[src/isaac_pkg.sv]
package isaac_pkg;

    localparam int POOL_LOG2_DEF = 8;
    localparam int QUEUE_DEPTH   = 2;
    localparam logic [63:0] GOLDEN = 64'h9e3779b97f4a7c13;

    // action codes of an input item
    localparam logic [1:0] ACT_SEED     = 2'd0;
    localparam logic [1:0] ACT_DRAW     = 2'd1;
    localparam logic [1:0] ACT_DRAW_MOD = 2'd2;
    localparam logic [1:0] ACT_NONE     = 2'd3;

    typedef struct packed {
        logic [1:0]  action;
        logic [63:0] seed_word;
        logic [63:0] bound;
    } t_req;

    typedef struct packed {
        logic [63:0] value;
        logic        error;
    } t_rsp;

    typedef enum logic [2:0] {
        CMD_SEED,
        CMD_DRAW,
        CMD_DRAW_MOD,
        CMD_ZERO_BOUND,
        CMD_NOP
    } t_cmd;

    // seed word or bound, depending on the command
    typedef struct packed {
        t_cmd        cmd;
        logic [63:0] word;
    } t_cmd_entry;

    typedef enum logic [3:0] {
        ST_CLEAR,
        ST_IDLE,
        ST_SEED_ADD,
        ST_SEED_MIX,
        ST_SEED_WR,
        ST_GEN_START,
        ST_G1,
        ST_G2,
        ST_G3,
        ST_G4,
        ST_G5,
        ST_DRAW_RD,
        ST_DRAW_DATA,
        ST_DIV,
        ST_OUT
    } t_core_state;

endpackage

[src/isaac_front.sv]
module isaac_front (
    input  logic                  i_clk,
    input  logic                  i_rst_n,
    input  logic                  i_push,
    output logic                  o_full,
    input  isaac_pkg::t_req       i_req,
    output logic                  o_cmd_valid,
    input  logic                  i_cmd_ready,
    output isaac_pkg::t_cmd_entry o_cmd
);

    localparam int PW = $clog2(isaac_pkg::QUEUE_DEPTH);
    localparam int CW = $clog2(isaac_pkg::QUEUE_DEPTH + 1);

    isaac_pkg::t_cmd_entry r_q [isaac_pkg::QUEUE_DEPTH];
    logic [PW-1:0]         r_wp, r_rp;
    logic [CW-1:0]         r_cnt;
    isaac_pkg::t_cmd_entry entry;
    logic                  do_push, do_pop;

    // classify the item on entry
    always_comb begin
        entry.word = i_req.seed_word;
        case (i_req.action)
            isaac_pkg::ACT_SEED: begin
                entry.cmd = isaac_pkg::CMD_SEED;
            end
            isaac_pkg::ACT_DRAW: begin
                entry.cmd = isaac_pkg::CMD_DRAW;
            end
            isaac_pkg::ACT_DRAW_MOD: begin
                entry.word = i_req.bound;
                entry.cmd  = (i_req.bound == '0) ? isaac_pkg::CMD_ZERO_BOUND
                                                 : isaac_pkg::CMD_DRAW_MOD;
            end
            default: begin
                entry.cmd = isaac_pkg::CMD_NOP;
            end
        endcase
    end

    assign o_full      = (r_cnt == CW'(isaac_pkg::QUEUE_DEPTH));
    assign o_cmd_valid = (r_cnt != '0);
    assign o_cmd       = r_q[r_rp];
    assign do_push     = i_push && !o_full;
    assign do_pop      = o_cmd_valid && i_cmd_ready;

    always_ff @(posedge i_clk) begin
        if (!i_rst_n) begin
            r_wp  <= '0;
            r_rp  <= '0;
            r_cnt <= '0;
        end else begin
            if (do_push) begin
                r_wp <= PW'(r_wp + 1'b1);
            end
            if (do_pop) begin
                r_rp <= PW'(r_rp + 1'b1);
            end
            r_cnt <= CW'(r_cnt + CW'(do_push) - CW'(do_pop));
        end
        if (do_push) begin
            r_q[r_wp] <= entry;
        end
    end

endmodule

[config.mk]
export PLATFORM = sky130hd
export DESIGN_NAME = isaac_front
export DESIGN_NICKNAME = d
export VERILOG_FILES = /design/src/isaac_pkg.sv /design/src/isaac_front.sv
export SDC_FILE = /design/constraint.sdc
export NUM_CORES = 1
export LEC_CHECK = 0
export ABC_AREA = 1
export ABC_CLOCK_PERIOD_IN_PS = 7500
export BUFFER_PORTS_ARGS = -buffer_cell sky130_fd_sc_hd__buf_2
export CELL_PAD_IN_SITES_DETAIL_PLACEMENT = 0
export CELL_PAD_IN_SITES_GLOBAL_PLACEMENT = 2
export CORE_UTILIZATION = 34
export CTS_BUF_LIST = sky130_fd_sc_hd__clkbuf_4 sky130_fd_sc_hd__clkbuf_8 sky130_fd_sc_hd__clkbuf_16
export DETAILED_ROUTE_END_ITERATION = 6
export GPL_TIMING_DRIVEN = 0
export PLACE_DENSITY_LB_ADDON = 0.1
export RECOVER_POWER = 100
export SYNTH_ARGS = -nofsm -noshare
export SYNTH_HDL_FRONTEND = slang
export SYNTH_SLANG_ARGS = --single-unit
[constraint.sdc]
create_clock -name i_clk -period 7.5 [get_ports i_clk]
set_clock_uncertainty 0.2 [all_clocks]
set_input_delay 2.25 -clock i_clk [delete_from_list [all_inputs] [get_ports i_clk]]
set_output_delay 2.25 -clock i_clk [all_outputs]
set_load 0.02 [all_outputs]
=== After elaboration in Yosys (flattened, before gate mapping) ===
Memories as Yosys holds them, arrays and structs flattened. A register that Yosys moved wholly into a read port is not among the register bits.
Cells that the tools add are included.

* Register bits: 4
* Word-level logic and storage cells: 24
* Input port bits: 134
* Memories kept: 1
* Output and inout port bits: 69
* RAM bits: 134

* Add/subtract/negate cells: 4
* Equality and inequality tests: 3
* Reductions and logical operators: 6
* Mux-type cells: 7

{| class="wikitable"
|+ Memories
! name !! words !! width !! rd ports !! clocked after memory_dff !! write ports !! RTL line !! source
|-
| r_q || 2 || 67 || 1 || 1 || 1 || isaac_front.sv:15 || <nowiki>isaac_pkg::t_cmd_entry r_q [isaac_pkg::QUEUE_DEPTH];</nowiki>
|}

{| class="wikitable"
|+ Operator list
! operator !! count
|-
| $logic_not 64->1 || 1
|-
| $mux 64 || 1
|-
| $pmux 3 s3 || 1
|-
| $mux 1 || 5
|-
| $eq 2x2->1 const B || 2
|-
| $add 1x1->1 const B || 2
|-
| $add 2x1->2 || 1
|-
| $eq 2x1->1 const B || 1
|-
| $logic_and 1x1->1 || 2
|-
| $logic_not 2->1 || 1
|-
| $reduce_bool 2->1 || 1
|-
| $sub 2x1->2 || 1
|-
| $logic_not 1->1 || 1
|}

=== Logic depth before layout (Yosys ltp) ===
* Word-level depth: 5
* Gate-level depth with buffers: 9

=== Worst setup path after synthesis ===
No wires, ideal clock.

* Path kind: input to register
* Start: input i_push
* End: memory r_q[0][0] in the netlist's numbering, enable pin
* Data arrival time: 5178 ps
* Slack: 1629 ps
* Required time: 6807 ps
* Stages: 2
* Library setup time: 493 ps
* Path through: o21ai_1 > nor2_1

* Longest elaborated chain between the ends: 3

{| class="wikitable"
|+ RTL lines
! what !! RTL line !! source
|-
| start: declaration || isaac_front.sv:4 || <nowiki>input logic i_push,</nowiki>
|-
| $logic_and 1x1->1 || isaac_front.sv:45 || <nowiki>assign do_push = i_push && !o_full;</nowiki>
|-
| $mux 1 || isaac_front.sv:62 || <nowiki>if (do_push) begin</nowiki>
|-
| $mux 1 (not written as such) || isaac_front.sv:63 || <nowiki>r_q[r_wp] <= entry;</nowiki>
|-
| end: declaration || isaac_front.sv:15 ||
|}

No other way between the ends.

=== Worst setup path after layout ===
* Start: input i_push
* End: memory r_q[0][57] in the netlist's numbering, enable pin

Same word-level chain as after synthesis.

==> qor_table.md <==
| Result | Reported |
|:---|:---|
| Outcome | complete, but fails checks |
| Violated checks | max-capacitance violations, max-slew violations |
| TritonCTS buffer count | 17 |
| Number of flip-flops and latches in the synthesized netlist | 139 |
| Resized Gates After CTS | 0 |
| Postcts setup bufs | 0 |
| Final net count | 864 |
| Global router's overall resource usage | 16.6% |
| Data arrival time of the critical path | 5.14 ns |
| CTS Root Cell | sky130_fd_sc_hd__clkbuf_16 |
| Count of non-filler cells in the finished layout | 966 |
| CTS H-tree depth | 4 |
| # IOs | 203 |
| Detail Placement HPWL | 10,700 microns |
| Antenna diode instance count | 0 |
| Pleak | 3.22 nW |
| Kind of path behind the tightest hold check | flop to flop |
| Final RePlAce weighted congestion | 0.720 |
| Final Hold Violating Endpoints | 0 |
| Final worst slack | 2.26 ns |
| Relative slew slack | -11.3% |
| Worst Tran Pin Value | 1.67 ns |
| Minimum clock period after layout | 5.24 ns |
| Clock network power share | 33.8% |
| 1st-iter DRT viols | 171 |
| Total Die Area | 18,400 sq um |
| Achievable clock frequency | 0.191 GHz |
| Number of sinks driven by the clock tree | 139 |
| Total number of yosys warnings | 0 |
| Width of the chip | 136 microns |
| Worst-case setup slack after placement | 3.42 ns |
| Starting utilization of the core area | 35.0% |
| Net load switching power | 0.760 mW |
| Reg-to-reg endpoint | r_q[0][57] |
| Overall overflow remaining after global route | 0 |
| Clock Path Buffers | 2 |
| Fraction of power spent switching nets | 29.9% |
| Most frequent cells in the layout | 204 x sky130_fd_sc_hd__nand2_1, 138 x sky130_fd_sc_hd__buf_2, 134 x sky130_fd_sc_hd__edfxtp_1 |
| FF-to-FF path depth | 4 |
| Number of core rows | 48 |
| Detailed-route vias per instance | 4.45 |
| Worst endpoint required time | 7.40 ns |
| Post-synthesis sequential area ratio | 67.9% |
| Area of the mapped netlist | 6080 sq um |
| Number of antenna-violating nets in the routed design | 0 |
| Mean routed wirelength per cell | 15.2 microns |
| Number of maximum-capacitance violations | 2 |
| CP startpoint | i_push |
| Hold buffer count at cts | 0 |
| CTS tree | done |
| Maximum number of pins on one net before global-route repair | 29 |
| Clock insertion delay at the later pin of the skew report | 0.41 ns |
| R2r startpoint | r_cnt[0] |
| Setup violations, final | 0 |
| Global-route wire length before repair | 22,500 microns |
| Antenna violations before repair | 0 |
| Residual DRC | 0 |
| Netlist cell types | 21 |
| Logic gate share of total power | 25.7% |
| Setup repair after global routing missed its margin | false |
| Worst setup slack for register-to-register paths | 3.77 ns |
| Critical setup path kind | input pin to flop |
| Internal cell power | 1.78 mW |
| Critical path fanouts, max | 28 |
| Worst hold margin | 0.272 ns |
| Post-Synthesis Net Count | 639 |
| Worst setup endpoint | r_q[0][57] |
| Final Slew Violations | 54 |
| Area of the placeable core | 17,400 sq um |
| Buffers added on ports | 202 |
| CP Capture Type | flop |
| Total power per unit cell area | 321 nW/um^2 |
| Vias in the first global route | 4,465 |
| Fraction of final layout cells with drive strength greater than 1 | 31.8% |
| Peak ir drop on the vdd network | 162 uV |
| Syn Area/Cell | 12.1 sq um |
| Post-Place Cells | 934 |
| Height of the die | 136 microns |
| Via count | 4,299 |
| Post-Syn Instances | 503 |
| Most common library cell in the layout ignoring fill and taps | sky130_fd_sc_hd__nand2_1 |
| Part of the total power dissipated in sequential elements | 40.5% |
| Relative area change from synthesis to final layout | 30.2% |
| TritonRoute pass-1 iters | 4 |
| Nature of the critical path startpoint | input pin |
| Total length of routed wires | 14,700 microns |
| Period utilization | 69.8% |
| CTS clk-pin slew, worst paths | 0.06 ns |
[layout make-up]
type | count | area (sq um)
fillers | 1704 | 9450
flip-flops and latches | 139 | 4120
multi-input cells | 334 | 1810
repair buffers | 206 | 978
clock buffers | 17 | 425
well taps | 225 | 282
clock inverters | 15 | 180
plain buffers | 20 | 75.1
inverters | 10 | 37.5
[kinds of logic after synthesis]
| group | count (synthesis) | synth area share [%] |
|---|---|---|
| AND/OR/NAND/NOR | 253 | 16.0 |
| flip-flops | 139 | 67.9 |
| multiplexers | 67 | 12.4 |
| buffers and inverters | 30 | 2.24 |
| AO/OA/AOI/OAI | 11 | 0.947 |
| adder cells (fa/ha/maj) | 2 | 0.412 |
| XOR/XNOR | 1 | 0.144 |
[how the worst min path moves through the flow]
stage | from | to | slack [ns] | cells after the start
final | r_rp | r_rp | 0.27 | 1
after global routing | r_rp | r_rp | 0.29 | 1
after CTS | r_rp | r_rp | 0.27 | 1
after detailed placement | r_rp | r_rp | 0.26 | 1
after global placement | r_rp | r_rp | 0.24 | 1
after floorplan | r_rp | flop | 0.23 | 1
[through the flow]
step | utilization, % | total power [mW] | TNS, ns | area [sq um]
floorplan | - | 1.50 | 0 | 6080
global placement | 42.5 | 1.75 | -50.47 | 7370
detailed placement | 43.0 | 1.76 | 0 | 7460
CTS | 46.5 | 2.63 | 0 | 8070
global route | 45.6 | 2.66 | 0 | 7910
finish | 45.6 | 2.54 | 0 | 7910
[state kept, by name, summed over array words and instances (netlist names), named ones only]
signal / count
r_q: 134
r_wp: 1
r_rp: 1
r_cnt: 2
[worst max-delay path: stages]
cell and delay (ns):
sky130_fd_sc_hd__buf_2 0.07, sky130_fd_sc_hd__o21ai_0 0.20, sky130_fd_sc_hd__nor2_1 1.00, sky130_fd_sc_hd__clkbuf_1 1.27
sky130_fd_sc_hd__buf_12 0.31
[power groups by stage]
| stage | clock [mW] | combinational [mW] | sequential [mW] |
|---|---|---|---|
| global placement | 0 | 0.688 | 1.06 |
| CTS | 0.878 | 0.719 | 1.03 |
| floorplan | 0 | 0.452 | 1.05 |
| global route | 0.909 | 0.711 | 1.04 |
| detailed placement | 0 | 0.715 | 1.05 |
| finish | 0.858 | 0.653 | 1.03 |
[cell usage after synthesis (all sizes together)]
library cell	number	area (sq um)
nand2	204	766
edfxtp	134	4020
mux2	67	754
nor2	42	165
buf	13	72.6
inv	10	37.5
clkbuf	7	26.3
o21ai	6	30.0
dfxtp	5	100
a21oi	4	20.0
nand3	3	15.0
ha	2	25.0
or2	2	12.5
nand4	1	6.26
nor3	1	5.00
o21a	1	7.51
xnor2	1	8.76
[per-layer routing]
layer | track usage, % | share of wire, %
met1 | 19.3 | 41
met2 | 28.7 | 51
met3 | 5.01 | 6.4
met4 | 6.55 | 1.2
met5 | 0 | 0
(Power assumes the default switching activity.)
